==> src/rtl/uoa_pkg.sv <==
`timescale 1ns / 1ps
`default_nettype none
// ----------------------------------------------------------------------------
// uoa_pkg - obstacle avoidance shared definitions
// Field widths, stream packing offsets, timing limits, mode and command codes,
// and the structs passed between the obstacle avoidance modules.
// ----------------------------------------------------------------------------
package uoa_pkg;

  // distance width of the sensor readings
  localparam int DIST_BITS = 12;
  localparam int TIME_W    = 32;
  localparam int REG_DIST_W = 12;
  localparam int PWM_W      = 10;
  localparam int DUTY_W     = 12;
  localparam int CMD_W      = 3;
  localparam int MODE_W     = 3;
  localparam int CFG_ADDR_W = 3;
  localparam int CFG_DATA_W = 12;
  localparam int CORR_W     = 8;
  localparam int NUM_ENT    = 3;
  localparam int CNT_W      = 2;

  // compare width that holds any distance or register plus one carry bit
  localparam int CMP_W = ((DIST_BITS > REG_DIST_W) ? DIST_BITS : REG_DIST_W) + 1;

  // input stream packing, lowest bit first
  localparam int OFS_NOW   = 0;
  localparam int OFS_AUTO  = OFS_NOW + TIME_W;
  localparam int OFS_FRONT = OFS_AUTO + 1;
  localparam int OFS_LEFT  = OFS_FRONT + DIST_BITS;
  localparam int OFS_RIGHT = OFS_LEFT + DIST_BITS;
  localparam int OFS_FOK   = OFS_RIGHT + DIST_BITS;
  localparam int OFS_LOK   = OFS_FOK + 1;
  localparam int OFS_ROK   = OFS_LOK + 1;
  localparam int OFS_FST   = OFS_ROK + 1;
  localparam int OFS_LST   = OFS_FST + TIME_W;
  localparam int OFS_RST   = OFS_LST + TIME_W;
  localparam int IN_BITS   = OFS_RST + TIME_W;
  localparam int IN_TDATA_W = ((IN_BITS + 7) / 8) * 8;

  // output stream packing, lowest bit first
  localparam int OFS_CMD   = 0;
  localparam int OFS_LDUTY = OFS_CMD + CMD_W;
  localparam int OFS_RDUTY = OFS_LDUTY + DUTY_W;
  localparam int OFS_MODE  = OFS_RDUTY + DUTY_W;
  localparam int OUT_BITS  = OFS_MODE + MODE_W;
  localparam int OUT_TDATA_W = ((OUT_BITS + 7) / 8) * 8;

  // timing limits in ms
  localparam logic [TIME_W-1:0] STALE_MS    = 32'd100;
  localparam logic [TIME_W-1:0] COOLDOWN_MS = 32'd1500;
  localparam logic [TIME_W-1:0] PAUSE_MS    = 32'd300;
  localparam logic [TIME_W-1:0] REVERSE_MS  = 32'd500;
  localparam logic [TIME_W-1:0] TURN_MIN_MS = 32'd300;
  localparam logic [TIME_W-1:0] TURN_MAX_MS = 32'd1500;

  // wall-centering limits in mm
  localparam int DEADBAND_MM = 15;
  localparam int MAX_CORR    = 110;

  // drive modes
  localparam logic [MODE_W-1:0] M_FWD   = 3'd0;
  localparam logic [MODE_W-1:0] M_PAUSE = 3'd1;
  localparam logic [MODE_W-1:0] M_REV   = 3'd2;
  localparam logic [MODE_W-1:0] M_PL    = 3'd3;
  localparam logic [MODE_W-1:0] M_PR    = 3'd4;

  // motor commands
  localparam logic [CMD_W-1:0] CMD_STOP = 3'd0;
  localparam logic [CMD_W-1:0] CMD_FWD  = 3'd1;
  localparam logic [CMD_W-1:0] CMD_BACK = 3'd2;
  localparam logic [CMD_W-1:0] CMD_PL   = 3'd3;
  localparam logic [CMD_W-1:0] CMD_PR   = 3'd4;
  localparam logic [CMD_W-1:0] CMD_DIFF = 3'd5;

  // register indexes
  localparam logic [CFG_ADDR_W-1:0] REG_FRONT_STOP   = 3'd0;
  localparam logic [CFG_ADDR_W-1:0] REG_FRONT_CLEAR  = 3'd1;
  localparam logic [CFG_ADDR_W-1:0] REG_SIDE_OPEN    = 3'd2;
  localparam logic [CFG_ADDR_W-1:0] REG_SIDE_BLOCKED = 3'd3;
  localparam logic [CFG_ADDR_W-1:0] REG_JUNC_MARGIN  = 3'd4;
  localparam logic [CFG_ADDR_W-1:0] REG_DRIVE_PWM    = 3'd5;
  localparam logic [CFG_ADDR_W-1:0] REG_TURN_PWM     = 3'd6;
  localparam logic [CFG_ADDR_W-1:0] REG_REVERSE_PWM  = 3'd7;

  typedef logic [DIST_BITS-1:0]        dist_t;
  typedef logic [REG_DIST_W-1:0]       rdist_t;
  typedef logic [PWM_W-1:0]            pwm_t;
  typedef logic [TIME_W-1:0]           ms_t;
  typedef logic [CMP_W-1:0]            cmp_t;
  typedef logic signed [DIST_BITS:0]   err_t;
  typedef logic signed [CORR_W-1:0]    corr_t;
  typedef logic signed [DUTY_W-1:0]    duty_t;

  typedef struct packed {
    ms_t   right_stamp_ms;
    ms_t   left_stamp_ms;
    ms_t   front_stamp_ms;
    logic  right_ok;
    logic  left_ok;
    logic  front_ok;
    dist_t right_mm;
    dist_t left_mm;
    dist_t front_mm;
    logic  auto_enabled;
    ms_t   now_ms;
  } in_t;

  typedef struct packed {
    rdist_t fwd_stop_dist;
    rdist_t fwd_clear_dist;
    rdist_t junc_open_dist;
    rdist_t side_block_dist;
    rdist_t junction_margin_mm;
    pwm_t   drive_pwm;
    pwm_t   turn_pwm;
    pwm_t   reverse_pwm;
  } cfg_t;

  typedef struct packed {
    logic [MODE_W-1:0] mode;
    ms_t               mode_start_ms;
    ms_t               last_junction_ms;
    logic              prefer_left;
  } state_t;

  typedef struct packed {
    logic [CMD_W-1:0] cmd;
    duty_t            left_duty;
    duty_t            right_duty;
  } ent_t;

  // one tick's worth of commands
  typedef struct packed {
    ent_t [NUM_ENT-1:0] ents;
    logic [CNT_W-1:0]   cnt;
    logic [MODE_W-1:0]  mode;
  } run_t;

  function automatic ent_t mk_ent(input logic [CMD_W-1:0] cmd, input duty_t l,
                                  input duty_t r);
    ent_t e;
    e.cmd        = cmd;
    e.left_duty  = l;
    e.right_duty = r;
    return e;
  endfunction

endpackage
`default_nettype wire

==> src/rtl/uoa_cfg.sv <==
`timescale 1ns / 1ps
`default_nettype none
// ----------------------------------------------------------------------------
// uoa_cfg - configuration registers
// Write-only register file holding thresholds and duty values.
// ----------------------------------------------------------------------------
module uoa_cfg (
  input  wire logic                            clk,
  input  wire logic                            rst,
  input  wire logic                            cfg_we,
  input  wire logic [uoa_pkg::CFG_ADDR_W-1:0]  cfg_addr,
  input  wire logic [uoa_pkg::CFG_DATA_W-1:0]  cfg_wdata,
  output uoa_pkg::cfg_t                        cfg
);

  always_ff @(posedge clk) begin
    if (rst) begin
      cfg.fwd_stop_dist      <= uoa_pkg::rdist_t'(250);
      cfg.fwd_clear_dist     <= uoa_pkg::rdist_t'(400);
      cfg.junc_open_dist     <= uoa_pkg::rdist_t'(500);
      cfg.side_block_dist    <= uoa_pkg::rdist_t'(200);
      cfg.junction_margin_mm <= uoa_pkg::rdist_t'(200);
      cfg.drive_pwm          <= uoa_pkg::pwm_t'(500);
      cfg.turn_pwm           <= uoa_pkg::pwm_t'(500);
      cfg.reverse_pwm        <= uoa_pkg::pwm_t'(400);
    end else if (cfg_we) begin
      case (cfg_addr)
        uoa_pkg::REG_FRONT_STOP:   cfg.fwd_stop_dist      <= cfg_wdata[uoa_pkg::REG_DIST_W-1:0];
        uoa_pkg::REG_FRONT_CLEAR:  cfg.fwd_clear_dist     <= cfg_wdata[uoa_pkg::REG_DIST_W-1:0];
        uoa_pkg::REG_SIDE_OPEN:    cfg.junc_open_dist     <= cfg_wdata[uoa_pkg::REG_DIST_W-1:0];
        uoa_pkg::REG_SIDE_BLOCKED: cfg.side_block_dist    <= cfg_wdata[uoa_pkg::REG_DIST_W-1:0];
        uoa_pkg::REG_JUNC_MARGIN:  cfg.junction_margin_mm <= cfg_wdata[uoa_pkg::REG_DIST_W-1:0];
        uoa_pkg::REG_DRIVE_PWM:    cfg.drive_pwm          <= cfg_wdata[uoa_pkg::PWM_W-1:0];
        uoa_pkg::REG_TURN_PWM:     cfg.turn_pwm           <= cfg_wdata[uoa_pkg::PWM_W-1:0];
        uoa_pkg::REG_REVERSE_PWM:  cfg.reverse_pwm        <= cfg_wdata[uoa_pkg::PWM_W-1:0];
        default: ;
      endcase
    end
  end

endmodule
`default_nettype wire

==> src/rtl/uoa_step.sv <==
`timescale 1ns / 1ps
`default_nettype none
// ----------------------------------------------------------------------------
// uoa_step - per-tick decision logic
// Freshness checks, mode transitions and up to three motor commands for one
// control tick, from the registered tick and the current state.
// ----------------------------------------------------------------------------
module uoa_step (
  input  wire uoa_pkg::in_t    tick,
  input  wire uoa_pkg::cfg_t   cfg,
  input  wire uoa_pkg::state_t st,
  output uoa_pkg::state_t      st_next,
  output uoa_pkg::run_t        run
);

  logic            fv, lv, rv;
  logic            cool, choose_left, lb, rb, turn_done;
  uoa_pkg::ms_t    el;
  uoa_pkg::cmp_t   front_c, left_c, right_c, fm;
  uoa_pkg::err_t   err;
  uoa_pkg::corr_t  corr;
  uoa_pkg::duty_t  tp, dp, rp, zero_d;
  uoa_pkg::ent_t   stop_e, pl_e, pr_e, back_e;

  // a reading is fresh when flagged valid and at most STALE_MS old
  assign fv = tick.front_ok && ((tick.now_ms - tick.front_stamp_ms) <= uoa_pkg::STALE_MS);
  assign lv = tick.left_ok  && ((tick.now_ms - tick.left_stamp_ms)  <= uoa_pkg::STALE_MS);
  assign rv = tick.right_ok && ((tick.now_ms - tick.right_stamp_ms) <= uoa_pkg::STALE_MS);

  assign el   = tick.now_ms - st.mode_start_ms;
  assign cool = (tick.now_ms - st.last_junction_ms) >= uoa_pkg::COOLDOWN_MS;

  assign front_c = uoa_pkg::cmp_t'(tick.front_mm);
  assign left_c  = uoa_pkg::cmp_t'(tick.left_mm);
  assign right_c = uoa_pkg::cmp_t'(tick.right_mm);
  assign fm      = front_c + uoa_pkg::cmp_t'(cfg.junction_margin_mm);

  assign choose_left = (lv && rv) ? (left_c >= right_c) : lv;
  assign lb = !lv || (left_c  < uoa_pkg::cmp_t'(cfg.side_block_dist));
  assign rb = !rv || (right_c < uoa_pkg::cmp_t'(cfg.side_block_dist));

  assign turn_done = ((el >= uoa_pkg::TURN_MIN_MS) &&
                      (front_c >= uoa_pkg::cmp_t'(cfg.fwd_clear_dist))) ||
                     (el >= uoa_pkg::TURN_MAX_MS);

  assign tp     = uoa_pkg::duty_t'({2'b00, cfg.turn_pwm});
  assign dp     = uoa_pkg::duty_t'({2'b00, cfg.drive_pwm});
  assign rp     = uoa_pkg::duty_t'({2'b00, cfg.reverse_pwm});
  assign zero_d = '0;

  assign stop_e = uoa_pkg::mk_ent(uoa_pkg::CMD_STOP, zero_d, zero_d);
  assign pl_e   = uoa_pkg::mk_ent(uoa_pkg::CMD_PL, tp, tp);
  assign pr_e   = uoa_pkg::mk_ent(uoa_pkg::CMD_PR, tp, tp);
  assign back_e = uoa_pkg::mk_ent(uoa_pkg::CMD_BACK, rp, rp);

  // wall-centering: deadband then clamp
  assign err = uoa_pkg::err_t'({1'b0, tick.right_mm}) - uoa_pkg::err_t'({1'b0, tick.left_mm});

  always_comb begin
    if (err > uoa_pkg::MAX_CORR) begin
      corr = uoa_pkg::corr_t'(uoa_pkg::MAX_CORR);
    end else if (err < -uoa_pkg::MAX_CORR) begin
      corr = uoa_pkg::corr_t'(-uoa_pkg::MAX_CORR);
    end else if ((err > uoa_pkg::DEADBAND_MM) || (err < -uoa_pkg::DEADBAND_MM)) begin
      corr = uoa_pkg::corr_t'(err);
    end else begin
      corr = '0;
    end
  end

  always_comb begin
    st_next  = st;
    run.ents = '0;
    run.cnt  = '0;
    if (!tick.auto_enabled) begin
      st_next.mode             = uoa_pkg::M_FWD;
      st_next.mode_start_ms    = tick.now_ms;
      st_next.last_junction_ms = tick.now_ms;
    end else if (!fv) begin
      run.ents[0] = stop_e;
      run.cnt     = 2'd1;
    end else begin
      case (st.mode)
        uoa_pkg::M_FWD: begin
          run.cnt = 2'd1;
          if (front_c <= uoa_pkg::cmp_t'(cfg.fwd_stop_dist)) begin
            run.ents[0]           = stop_e;
            st_next.prefer_left   = choose_left;
            st_next.mode          = uoa_pkg::M_PAUSE;
            st_next.mode_start_ms = tick.now_ms;
          end else if (cool && lv && rv && (left_c >= uoa_pkg::cmp_t'(cfg.junc_open_dist)) &&
                       (left_c > fm) && (left_c > right_c)) begin
            run.ents[0]              = pl_e;
            st_next.mode             = uoa_pkg::M_PL;
            st_next.mode_start_ms    = tick.now_ms;
            st_next.last_junction_ms = tick.now_ms;
          end else if (cool && lv && rv && (right_c >= uoa_pkg::cmp_t'(cfg.junc_open_dist)) &&
                       (right_c > fm) && (right_c > left_c)) begin
            run.ents[0]              = pr_e;
            st_next.mode             = uoa_pkg::M_PR;
            st_next.mode_start_ms    = tick.now_ms;
            st_next.last_junction_ms = tick.now_ms;
          end else if (lv && rv) begin
            run.ents[0] = uoa_pkg::mk_ent(uoa_pkg::CMD_DIFF, dp + uoa_pkg::duty_t'(corr),
                                          dp - uoa_pkg::duty_t'(corr));
          end else begin
            run.ents[0] = uoa_pkg::mk_ent(uoa_pkg::CMD_FWD, dp, dp);
          end
        end
        uoa_pkg::M_PAUSE: begin
          run.ents[0] = stop_e;
          run.cnt     = 2'd1;
          if (el >= uoa_pkg::PAUSE_MS) begin
            run.cnt = 2'd2;
            if (lb && rb) begin
              run.ents[1]  = back_e;
              st_next.mode = uoa_pkg::M_REV;
            end else if (st.prefer_left) begin
              run.ents[1]  = pl_e;
              st_next.mode = uoa_pkg::M_PL;
            end else begin
              run.ents[1]  = pr_e;
              st_next.mode = uoa_pkg::M_PR;
            end
            st_next.mode_start_ms = tick.now_ms;
          end
        end
        uoa_pkg::M_REV: begin
          run.ents[0] = back_e;
          run.cnt     = 2'd1;
          if (el >= uoa_pkg::REVERSE_MS) begin
            run.cnt               = 2'd3;
            run.ents[1]           = stop_e;
            st_next.prefer_left   = choose_left;
            run.ents[2]           = choose_left ? pl_e : pr_e;
            st_next.mode          = choose_left ? uoa_pkg::M_PL : uoa_pkg::M_PR;
            st_next.mode_start_ms = tick.now_ms;
          end
        end
        uoa_pkg::M_PL, uoa_pkg::M_PR: begin
          run.ents[0] = (st.mode == uoa_pkg::M_PL) ? pl_e : pr_e;
          run.cnt     = 2'd1;
          if (turn_done) begin
            run.ents[1]              = stop_e;
            run.cnt                  = 2'd2;
            st_next.mode             = uoa_pkg::M_FWD;
            st_next.mode_start_ms    = tick.now_ms;
            st_next.last_junction_ms = tick.now_ms;
          end
        end
        default: begin
          run.ents[0]              = stop_e;
          run.cnt                  = 2'd1;
          st_next.mode             = uoa_pkg::M_FWD;
          st_next.mode_start_ms    = tick.now_ms;
          st_next.last_junction_ms = tick.now_ms;
        end
      endcase
    end
    run.mode = st_next.mode;
  end

endmodule
`default_nettype wire

==> src/rtl/uoa_outbuf.sv <==
`timescale 1ns / 1ps
`default_nettype none
// ----------------------------------------------------------------------------
// uoa_outbuf - result register
// Holds one tick's commands and hands them out one per request.
// ----------------------------------------------------------------------------
module uoa_outbuf (
  input  wire logic                          clk,
  input  wire logic                          rst,
  input  wire logic                          load,
  input  wire uoa_pkg::run_t                 run_in,
  input  wire logic                          ready,
  output logic                               valid,
  output uoa_pkg::ent_t                      ent,
  output logic [uoa_pkg::MODE_W-1:0]         mode,
  output logic                               last,
  output logic                               free
);

  uoa_pkg::run_t            run;
  logic [uoa_pkg::CNT_W-1:0] idx;
  logic                      fire;

  assign fire = valid && ready;
  assign last = (idx == (run.cnt - 2'd1));
  assign free = !valid || (fire && last);
  assign mode = run.mode;

  always_comb begin
    case (idx)
      2'd0:    ent = run.ents[0];
      2'd1:    ent = run.ents[1];
      default: ent = run.ents[2];
    endcase
  end

  always_ff @(posedge clk) begin
    if (rst) begin
      valid <= 1'b0;
      idx   <= '0;
    end else begin
      if (fire) begin
        if (last) begin
          valid <= 1'b0;
        end else begin
          idx <= idx + 2'd1;
        end
      end
      if (load) begin
        valid <= (run_in.cnt != 2'd0);
        idx   <= '0;
      end
    end
  end

  // payload
  always_ff @(posedge clk) begin
    if (load) begin
      run <= run_in;
    end
  end

endmodule
`default_nettype wire

==> src/rtl/ultrasonic_obstacle_avoid_fsm.sv <==
`timescale 1ns / 1ps
`default_nettype none
// ----------------------------------------------------------------------------
// ultrasonic_obstacle_avoid_fsm - obstacle avoidance controller
// Turns control ticks with three distance readings into motor commands
// through a five-mode drive machine with wall-centering.
// ----------------------------------------------------------------------------
// path: a tick's first command is presented after its request is accepted,
//   through the input register, then the result register
// throughput: one tick per cycle while m_tready is high and no tick yields
//   more than one command; a longer run holds the result register to its last
// reset: synchronous; mode forward, both timers zero, prefer left, registers
//   at their defaults, both stream sides empty
module ultrasonic_obstacle_avoid_fsm (
  input  wire logic                              clk,
  input  wire logic                              rst,
  // tick stream
  input  wire logic                              s_tvalid,
  output logic                                   s_tready,
  // now_ms, auto_enabled, front_mm, left_mm, right_mm, front_ok, left_ok,
  // right_ok, front_stamp_ms, left_stamp_ms, right_stamp_ms
  input  wire logic [uoa_pkg::IN_TDATA_W-1:0]    s_tdata,
  // motor command stream
  output logic                                   m_tvalid,
  input  wire logic                              m_tready,
  // motor_command, left_duty, right_duty, drive_mode, zero pad
  output logic [uoa_pkg::OUT_TDATA_W-1:0]        m_tdata,
  output logic                                   m_tlast,
  // register writes
  input  wire logic                              cfg_we,
  input  wire logic [uoa_pkg::CFG_ADDR_W-1:0]    cfg_addr,
  input  wire logic [uoa_pkg::CFG_DATA_W-1:0]    cfg_wdata
);

  uoa_pkg::cfg_t   cfg;
  uoa_pkg::in_t    in_q;
  uoa_pkg::in_t    in_d;
  logic            in_valid;
  logic            take;
  logic            ob_free;
  uoa_pkg::state_t st;
  uoa_pkg::state_t st_next;
  uoa_pkg::run_t   run;
  uoa_pkg::ent_t   ent;
  logic [uoa_pkg::MODE_W-1:0] out_mode;

  uoa_cfg u_cfg (
    .clk       (clk),
    .rst       (rst),
    .cfg_we    (cfg_we),
    .cfg_addr  (cfg_addr),
    .cfg_wdata (cfg_wdata),
    .cfg       (cfg)
  );

  // unpack the tick request
  assign in_d.now_ms         = s_tdata[uoa_pkg::OFS_NOW   +: uoa_pkg::TIME_W];
  assign in_d.auto_enabled   = s_tdata[uoa_pkg::OFS_AUTO];
  assign in_d.front_mm       = s_tdata[uoa_pkg::OFS_FRONT +: uoa_pkg::DIST_BITS];
  assign in_d.left_mm        = s_tdata[uoa_pkg::OFS_LEFT  +: uoa_pkg::DIST_BITS];
  assign in_d.right_mm       = s_tdata[uoa_pkg::OFS_RIGHT +: uoa_pkg::DIST_BITS];
  assign in_d.front_ok       = s_tdata[uoa_pkg::OFS_FOK];
  assign in_d.left_ok        = s_tdata[uoa_pkg::OFS_LOK];
  assign in_d.right_ok       = s_tdata[uoa_pkg::OFS_ROK];
  assign in_d.front_stamp_ms = s_tdata[uoa_pkg::OFS_FST   +: uoa_pkg::TIME_W];
  assign in_d.left_stamp_ms  = s_tdata[uoa_pkg::OFS_LST   +: uoa_pkg::TIME_W];
  assign in_d.right_stamp_ms = s_tdata[uoa_pkg::OFS_RST   +: uoa_pkg::TIME_W];

  // the held tick is processed once the result register can take its run;
  // a tick with no commands (auto off) only needs the same slot
  assign take     = in_valid && ob_free;
  assign s_tready = !in_valid || take;

  always_ff @(posedge clk) begin
    if (rst) begin
      in_valid <= 1'b0;
    end else if (s_tvalid && s_tready) begin
      in_valid <= 1'b1;
    end else if (take) begin
      in_valid <= 1'b0;
    end
  end

  always_ff @(posedge clk) begin
    if (s_tvalid && s_tready) begin
      in_q <= in_d;
    end
  end

  // decision logic between input register and result register
  uoa_step u_step (
    .tick    (in_q),
    .cfg     (cfg),
    .st      (st),
    .st_next (st_next),
    .run     (run)
  );

  // drive machine state advances once per processed tick
  always_ff @(posedge clk) begin
    if (rst) begin
      st.mode             <= uoa_pkg::M_FWD;
      st.mode_start_ms    <= '0;
      st.last_junction_ms <= '0;
      st.prefer_left      <= 1'b1;
    end else if (take) begin
      st <= st_next;
    end
  end

  uoa_outbuf u_outbuf (
    .clk    (clk),
    .rst    (rst),
    .load   (take),
    .run_in (run),
    .ready  (m_tready),
    .valid  (m_tvalid),
    .ent    (ent),
    .mode   (out_mode),
    .last   (m_tlast),
    .free   (ob_free)
  );

  // pack the command, unused top bits stay zero
  always_comb begin
    m_tdata = '0;
    m_tdata[uoa_pkg::OFS_CMD   +: uoa_pkg::CMD_W]  = ent.cmd;
    m_tdata[uoa_pkg::OFS_LDUTY +: uoa_pkg::DUTY_W] = ent.left_duty;
    m_tdata[uoa_pkg::OFS_RDUTY +: uoa_pkg::DUTY_W] = ent.right_duty;
    m_tdata[uoa_pkg::OFS_MODE  +: uoa_pkg::MODE_W] = out_mode;
  end

  // an empty input register always takes a request
  a_ready_when_empty: assert property (@(posedge clk) disable iff (rst)
    !in_valid |-> s_tready)
    else $error("input register empty but not ready");

  // auto off returns to forward and restamps the mode timer
  a_auto_off: assert property (@(posedge clk) disable iff (rst)
    take && !in_q.auto_enabled |=>
      (st.mode == uoa_pkg::M_FWD) && (st.mode_start_ms == $past(in_q.now_ms)))
    else $error("auto off did not reset the drive machine");

  // a run is not cut short before its last command
  a_run_continues: assert property (@(posedge clk) disable iff (rst)
    m_tvalid && m_tready && !m_tlast |=> m_tvalid)
    else $error("command run ended without last");

  // every command of one run reports the same mode
  a_mode_steady: assert property (@(posedge clk) disable iff (rst)
    m_tvalid && m_tready && !m_tlast |=>
      m_tdata[uoa_pkg::OFS_MODE +: uoa_pkg::MODE_W] ==
      $past(m_tdata[uoa_pkg::OFS_MODE +: uoa_pkg::MODE_W]))
    else $error("drive mode changed inside a run");

endmodule
`default_nettype wire

==> config.mk <==
export PLATFORM = sky130hd
export DESIGN_NAME = ultrasonic_obstacle_avoid_fsm
export DESIGN_NICKNAME = d
export VERILOG_FILES = /design/src/rtl/uoa_pkg.sv /design/src/rtl/uoa_cfg.sv /design/src/rtl/uoa_step.sv /design/src/rtl/uoa_outbuf.sv /design/src/rtl/ultrasonic_obstacle_avoid_fsm.sv
export SDC_FILE = /design/constraint.sdc
export NUM_CORES = 1
export LEC_CHECK = 0
export ABC_CLOCK_PERIOD_IN_PS = 10100
export BUFFER_PORTS_ARGS = -buffer_cell sky130_fd_sc_hd__buf_2
export CAP_MARGIN = 5
export CORE_ASPECT_RATIO = 1.75
export CORE_MARGIN = 2
export CORE_UTILIZATION = 43
export DETAILED_ROUTE_END_ITERATION = 6
export GPL_TIMING_DRIVEN = 0
export PLACE_DENSITY = 0.61
export SLEW_MARGIN = 0
export SYNTH_ARGS = -nofsm -noshare
export SYNTH_HDL_FRONTEND = slang
export SYNTH_SLANG_ARGS = --single-unit
==> constraint.sdc <==
create_clock -name clk -period 10.1 [get_ports clk]
set_input_delay 0.505 -clock clk [delete_from_list [all_inputs] [get_ports clk]]
set_output_delay 0.505 -clock clk [all_outputs]
set_load 0.01 [all_outputs]
Word-level counts from Yosys, hierarchy flattened
Cells that the tools add are included.
Widths: inputs -> output; s select.
{ "word_totals": {"reg_bits": 416, "in_bits": 188, "out_inout_bits": 35, "wordCells": 192} }
{ "op_classes": {"addsub": 11, "magnitude_cmp": 22, "n_eq_ne": 23, "n_mux": 44, "n_bitwise": 1, "n_reduce_logical": 54} }
{ "ops": {"columns": ["cell", "count"], "rows": [
  ["$mux 67", 4],
  ["$mux 27", 9],
  ["$sub 32x32->32", 5],
  ["$pmux 35 s4", 1],
  ["$pmux 29 s4", 1],
  ["$pmux 27 s2", 2],
  ["$mux 35", 3],
  ["$le 32x7->1 const B", 3],
  ["$pmux 32 s3", 1],
  ["$mux 68", 1],
  ["$ge 32x11->1 const B", 2],
  ["$ge 32x9->1 const B", 2],
  ["$mux 54", 1],
  ["$ge 12x12->1", 4],
  ["$mux 32", 1],
  ["$gt 12x13->1", 2],
  ["$gt 12x12->1", 2],
  ["$lt 12x12->1", 2],
  ["$mux 8", 3],
  ["$reduce_and 2->1", 11],
  ["$logic_and 1x1->1", 18],
  ["$reduce_and 6->1", 3],
  ["$eq 3x3->1 const B", 5],
  ["$add 12x12->13", 1],
  ["32 further kinds", 68]
]} }

Longest topological paths before layout
{ "depth": {"word_depth": 16, "ltp_mapped": 31, "mapped_depth_nobuf": 30} }

Cells and area by module
From an unflattened synthesis, not the netlist that was laid out.
{ "unflattened": {"hier_cells": 3690, "hier_area_um2": 33019.2} }
{ "by_module_without_submodules": {"columns": ["mod", "n_inst", "cells_per_inst", "area_each_um2", "seq_area_each_um2"], "rows": [
  ["uoa_step", 1, 2668, 18119.9, 0.0],
  ["ultrasonic_obstacle_avoid_fsm", 1, 487, 8074.0, 6426.2],
  ["uoa_cfg", 1, 330, 3557.2, 1801.7],
  ["uoa_outbuf", 1, 205, 3268.1, 2642.5]
]} }

Worst setup path before layout
Ideal clock, no wire load.
{ "synth_path": {"path_kind": "register to register", "from": "register u_outbuf.run[4] in the netlist's numbering", "to": "register in_q[0] in the netlist's numbering, enable pin", "setup_time_ns": 0.752, "arrival_time_ns": 9.332, "required_time_ns": 9.348, "setup_slack_ns": 0.017, "stages_incl_launch_ff": 9, "n_path_buf": 0, "period_less_slack_ns": 10.083, "cell_sequence": "edfxtp_1 -> xnor2_1 -> or3_1 -> o21a_1 -> inv_1 -> nand2_1 -> nand2_1 -> inv_1 -> a21oi_1"} }
{ "synth_between": {"elab_chain_cells": 7} }
{ "synth_lines": {"columns": ["element", "line", "rtl"], "rows": [
  ["from (decl)", "uoa_outbuf.sv:20", "uoa_pkg::run_t run;"],
  ["from (signal assigned)", "uoa_outbuf.sv:59", "run <= run_in;"],
  ["$sub 2x1->2", "uoa_outbuf.sv:25", "assign last = (idx == (run.cnt - 2'd1));"],
  ["$eq 2x2->1", "uoa_outbuf.sv:25", null],
  ["named net m_tlast", "ultrasonic_obstacle_avoid_fsm.sv:28", "output logic m_tlast,"],
  ["$logic_and 1x1->1", "uoa_outbuf.sv:26", "assign free = !valid || (fire && last);"],
  ["$logic_or 1x1->1", "uoa_outbuf.sv:26", null],
  ["$logic_and 1x1->1", "ultrasonic_obstacle_avoid_fsm.sv:71", "assign take = in_valid && ob_free;"],
  ["$logic_or 1x1->1", "ultrasonic_obstacle_avoid_fsm.sv:72", "assign s_tready = !in_valid || take;"],
  ["$logic_and 1x1->1", "ultrasonic_obstacle_avoid_fsm.sv:85", "if (s_tvalid && s_tready) begin"],
  ["to (signal assigned)", "ultrasonic_obstacle_avoid_fsm.sv:86", "in_q <= in_d;"],
  ["to (decl)", "ultrasonic_obstacle_avoid_fsm.sv:36", "uoa_pkg::in_t in_q;"]
]} }
The timed path passes the listed nets, and every way through them passes these cells.
A chain may end at the register's enable or synchronous reset.

Worst setup path after layout
{ "layout_path": {"from": "register in_q[57] in the netlist's numbering", "to": "register u_outbuf.run[13] in the netlist's numbering, data pin"} }
{ "layout_between": {"elab_chain_cells": 12, "word_cells_on_any_way": 23, "cone_classes": "add/sub (2); order compare (8); mux (8); reduce/logical (5)"} }
{ "layout_lines": {"columns": ["element", "line", "rtl"], "rows": [
  ["$sub 12x12->13", "uoa_step.sv:57", "assign err = uoa_pkg::err_t'({1'b0, tick.right_mm}) - uoa_pkg::err_t'({1'b0, tick.left_mm});"],
  ["$gt 13x5->1 / $lt 13x5->1 (equally long branches)", "uoa_step.sv:64", "end else if ((err > uoa_pkg::DEADBAND_MM) || (err < -uoa_pkg::DEADBAND_MM)) begin"],
  ["$logic_or 1x1->1", "uoa_step.sv:64", null],
  ["$mux 8", "uoa_step.sv:64", null],
  ["$mux 8", "uoa_step.sv:62", "end else if (err < -uoa_pkg::MAX_CORR) begin"],
  ["$mux 8", "uoa_step.sv:60", "if (err > uoa_pkg::MAX_CORR) begin"],
  ["$sub 11x8->12", "uoa_step.sv:105", "dp - uoa_pkg::duty_t'(corr));"],
  ["$mux 27", "uoa_step.sv:103", "end else if (lv && rv) begin"],
  ["$mux 27", "uoa_step.sv:97", "end else if (cool && lv && rv && (right_c >= uoa_pkg::cmp_t'(cfg.junc_open_dist)) &&"],
  ["$mux 27 (*)", "uoa_step.sv:91", "end else if (cool && lv && rv && (left_c >= uoa_pkg::cmp_t'(cfg.junc_open_dist)) &&"],
  ["$mux 27 (*)", "uoa_step.sv:86", "if (front_c <= uoa_pkg::cmp_t'(cfg.fwd_stop_dist)) begin"],
  ["$pmux 29 s4 (*)", "uoa_step.sv:83", "case (st.mode)"]
]} }
Every way passes the cells marked *; elsewhere a longest branch is shown, timed or not.

==> metrics.cfg <==
[die]
dieArea_um2 = 72100
fp.dieW_um = 204
rows = 128
die_height_um = 354
start_util_pct = 43.3
core_area_um2 = 69300
pin_count = 223

[cts]
cts-root-buf = clkbuf_16
ctsHoldBuffers = 0
cts.sinks = 386
cts_tree = built
ctsLongestPathBuffers = 3
postCtsSetupBuffers = 0
worstSkewPairLatency_ns = 0.59
cts.htree.levels = 2
cts.clk_slew.worst_paths_ns = 0.06
cts_resized = 0
cts_buffers = 41

[synthesis]
synth_warnings = 0
synthAdderAreaFrac_pct = 12.8
syn-instance-count = 3511
ys_seq_elements = 386
syn_avg_cell_area_um2 = 8.56
synth_compound_area_share_pct = 22.1
synthArstFlopShare_pct = 0
muxShareOfSynthArea_pct = 3.71
synth_xor_xnor_area_share_pct = 3.09
syn_area_um2 = 30100
synth_simple_gate_area_share_pct = 19.1
synth_top_family_by_area = compound AO/OA/AOI/OAI gates
yosysSeqAreaShare_pct = 33.2
synthFlopType = edfxtp_1
synth_edf_count = 224
synth_cell_types = 100

[worst_hold_path]
whs_endpoint = in_q[2]$_DFFE_PP_
hold_path_class = input port to flop
min_from = s_tdata[2]
hold_depth = 1

[pwr]
switching_share_pct = 33.4
p_clk_share_pct = 33.3
intPower_mw = 3.06
comb_power_share_pct = 27.2
ir_worst_vdd_mv = 0.146
switching_power_mw = 1.53
p_leak_nw = 14.0
power_density_nw_per_um2 = 136
power_mw = 4.59
p_seq_share_pct = 39.4

[final_layout]
layout_common_cells = 440 x nand2_1, 298 x ha_1, 293 x a21oi_1, 292 x inv_1, 233 x buf_2
fillers = 6880
seq_area_um2 = 9970
final_common_cell = nand2_1
multi_input_comb_area_um2 = 18300
fin_cells = 4716
final_util_pct = 48.7
finalInstanceArea_um2 = 33800
syn2layout_area_growth_pct = 12.4
drive_gt1_share_pct = 10.2
nets = 4263

[global_route]
grt_use_met2_pct = 52.0
met3_usage_pct = 3.47
grt.busiest_layer = met2
grt_max_degree = 48
antenna_found_initial = 6
grt.overflow.total = 0
grtUsageMet1_pct = 28.3
grt_pass1_wl_um = 154000
grt_pass1_vias = 27200
grt_usage_pct = 28.0

[placed_design]
dp_cells = 4638
port_buffers = 207
place_hpwl_um = 83300
gp_congestion = 0.958
placed_area_um2 = 32400

[status]
outcome = finished, final reports clean

[sta]
max_freq_mhz = 144
worst_pin_slew_ns = 1.31
whs_ns = 0.0907
rsz0062_at_grt = no
fin_skew_ns = 0.0215
relSlewSlack_pct = 12.0
setup_viol = 0
maxSlewViolCount = 0
finalHoldViolations = 0
fin_crit_ns = 6.96
finalCritPeriodShare_pct = 68.9

[worst_setup_path]
slowest_stage = o41ai_1
cp.arrival_ns = 7.25
required_ns = 10.39
r2r_start = in_q[57]$_DFFE_PP_
endpoint_kind = flop
startpoint_type = flop
cp_max_fo = 10
rr_endpoint = u_outbuf.run[13]$_SDFFCE_PN0P_
path_common_cell = o21ai_0
critical_path.max_stage_delay_ns = 0.66
rrSetupSlack_ns = 3.14
reg2reg_depth = 27
crit_type = flop to flop

[routing]
wl_per_cell_um = 22.0
finalWirelength_um = 104000
antenna_left = 0
drc = 0
dr.pass1.iters = 5
viasPerCell = 5.84
num_vias = 27500
initialDrtViolationCount = 1607

[run]
maxCapViolCount = 0

-- power groups by stage --
stage | logic (mW) | registers [mW] | clock network, mW
floorplan | 0.890 | 1.81 | 0
global placement | 1.21 | 1.86 | 0
detailed placement | 1.23 | 1.84 | 0
CTS | 1.24 | 1.81 | 1.56
global route | 1.38 | 1.81 | 1.62
finish | 1.25 | 1.81 | 1.53
-- area by class of cell --
cell class / count / area share (%)
Antenna cell: 4 / 0.0296
Buffer: 150 / 2.08
Clock buffer: 49 / 3.25
Clock inverter: 25 / 0.715
Inverter: 294 / 3.27
Multi-Input combinational cell: 2682 / 54.2
Sequential cell: 386 / 29.5
Tap cell: 910 / 3.37
Timing Repair Buffer: 216 / 3.56
-- per-stage QoR --
stage / TNS [ns] / setup WS (ns)
2_1_floorplan: 0 / 0.0166
3_3_place_gp: -612.68 / -3.67
3_5_place_dp: 0 / 3.13
4_1_cts: 0 / 3.06
5_1_grt: 0 / 2.75
6_report: 0 / 3.14
-- cells in the mapped netlist (10+ instances only) --
library cell	number	area, um^2
nand2b_1	40	250
a211o_1	23	201
nand2_1	440	1650
o41ai_1	10	87.6
nand4_1	74	463
nor4_1	37	231
o21bai_1	26	195
or4_1	12	90.1
a21boi_0	16	120
mux2i_1	108	1080
a2111oi_0	19	166
dfxtp_1	162	3240
nor2b_1	50	313
a31oi_1	27	169
nand3_1	73	365
o22ai_1	15	93.8
xor2_1	39	342
o211a_1	11	110
buf_2	25	125
edfxtp_1	224	6730
buf_4	13	97.6
or2_2	17	106
o211ai_1	48	360
clkbuf_1	99	372
a22oi_1	11	82.6
nor3_1	65	325
a21o_1	97	728
o21ai_0	127	636
a221oi_1	17	149
a22o_1	16	140
o2111ai_1	18	158
xnor2_1	67	587
a21oi_1	294	1470
inv_1	293	1100
or3_1	29	181
o21a_1	51	383
o31ai_1	11	82.6
and2_1	27	169
and3_1	31	194
nor2_1	207	777
a211oi_1	51	383
ha_1	298	3730
and4_1	15	131
-- cell families after synthesis --
group           count (synthesis)
simple gates                 1170
compound gates                989
buf+inv                       444
flops                         386
fa+ha+maj                     304
mux                           111
xor+xnor                      106
other cells                     1
-- registers in the layout, summed over array words and instances, names as in the netlist --
name / cells
u_cfg.cfg: 90
in_q: 168
u_outbuf.mode: 3
st: 68
u_outbuf.valid: 1
in_valid: 1
u_outbuf.run: 53
u_outbuf.idx: 2
-- critical path: cells and delay by family, from the launching register on --
kind / cells / cell delay [ns]
flip-flops: 1 / 0.36
buffers and inverters: 3 / 0.48
adder cells (fa/ha/maj): 4 / 1.28
AND/OR/NAND/NOR: 6 / 0.95
AO/OA/AOI/OAI: 14 / 3.62
-- per-layer routing --
layer	vias to the layer above	routed length [um]
met4	2	8940
met1	12900	36800
met3	345	4350
met2	854	53700
met5	-	13
li1	13400	-
-- worst max path at each step --
stage	start	endpoint	slack [ns]	depth (start not counted)
2_1_floorplan	u_outbuf.run[4]$_DFFE_PP_	in_q[0]$_DFFE_PP_	0.02	8
3_3_place_gp	u_outbuf.idx[0]$_SDFFE_PP0P_	in_q[149]$_DFFE_PP_	-3.67	8
3_5_place_dp	in_q[57]$_DFFE_PP_	u_outbuf.run[13]$_SDFFCE_PN0P_	3.13	27
4_1_cts	in_q[57]$_DFFE_PP_	u_outbuf.run[13]$_SDFFCE_PN0P_	3.06	27
5_1_grt	in_q[57]$_DFFE_PP_	u_outbuf.run[13]$_SDFFCE_PN0P_	2.75	27
6_report	in_q[57]$_DFFE_PP_	u_outbuf.run[13]$_SDFFCE_PN0P_	3.14	27
Power figures use the tool's default switching activity.
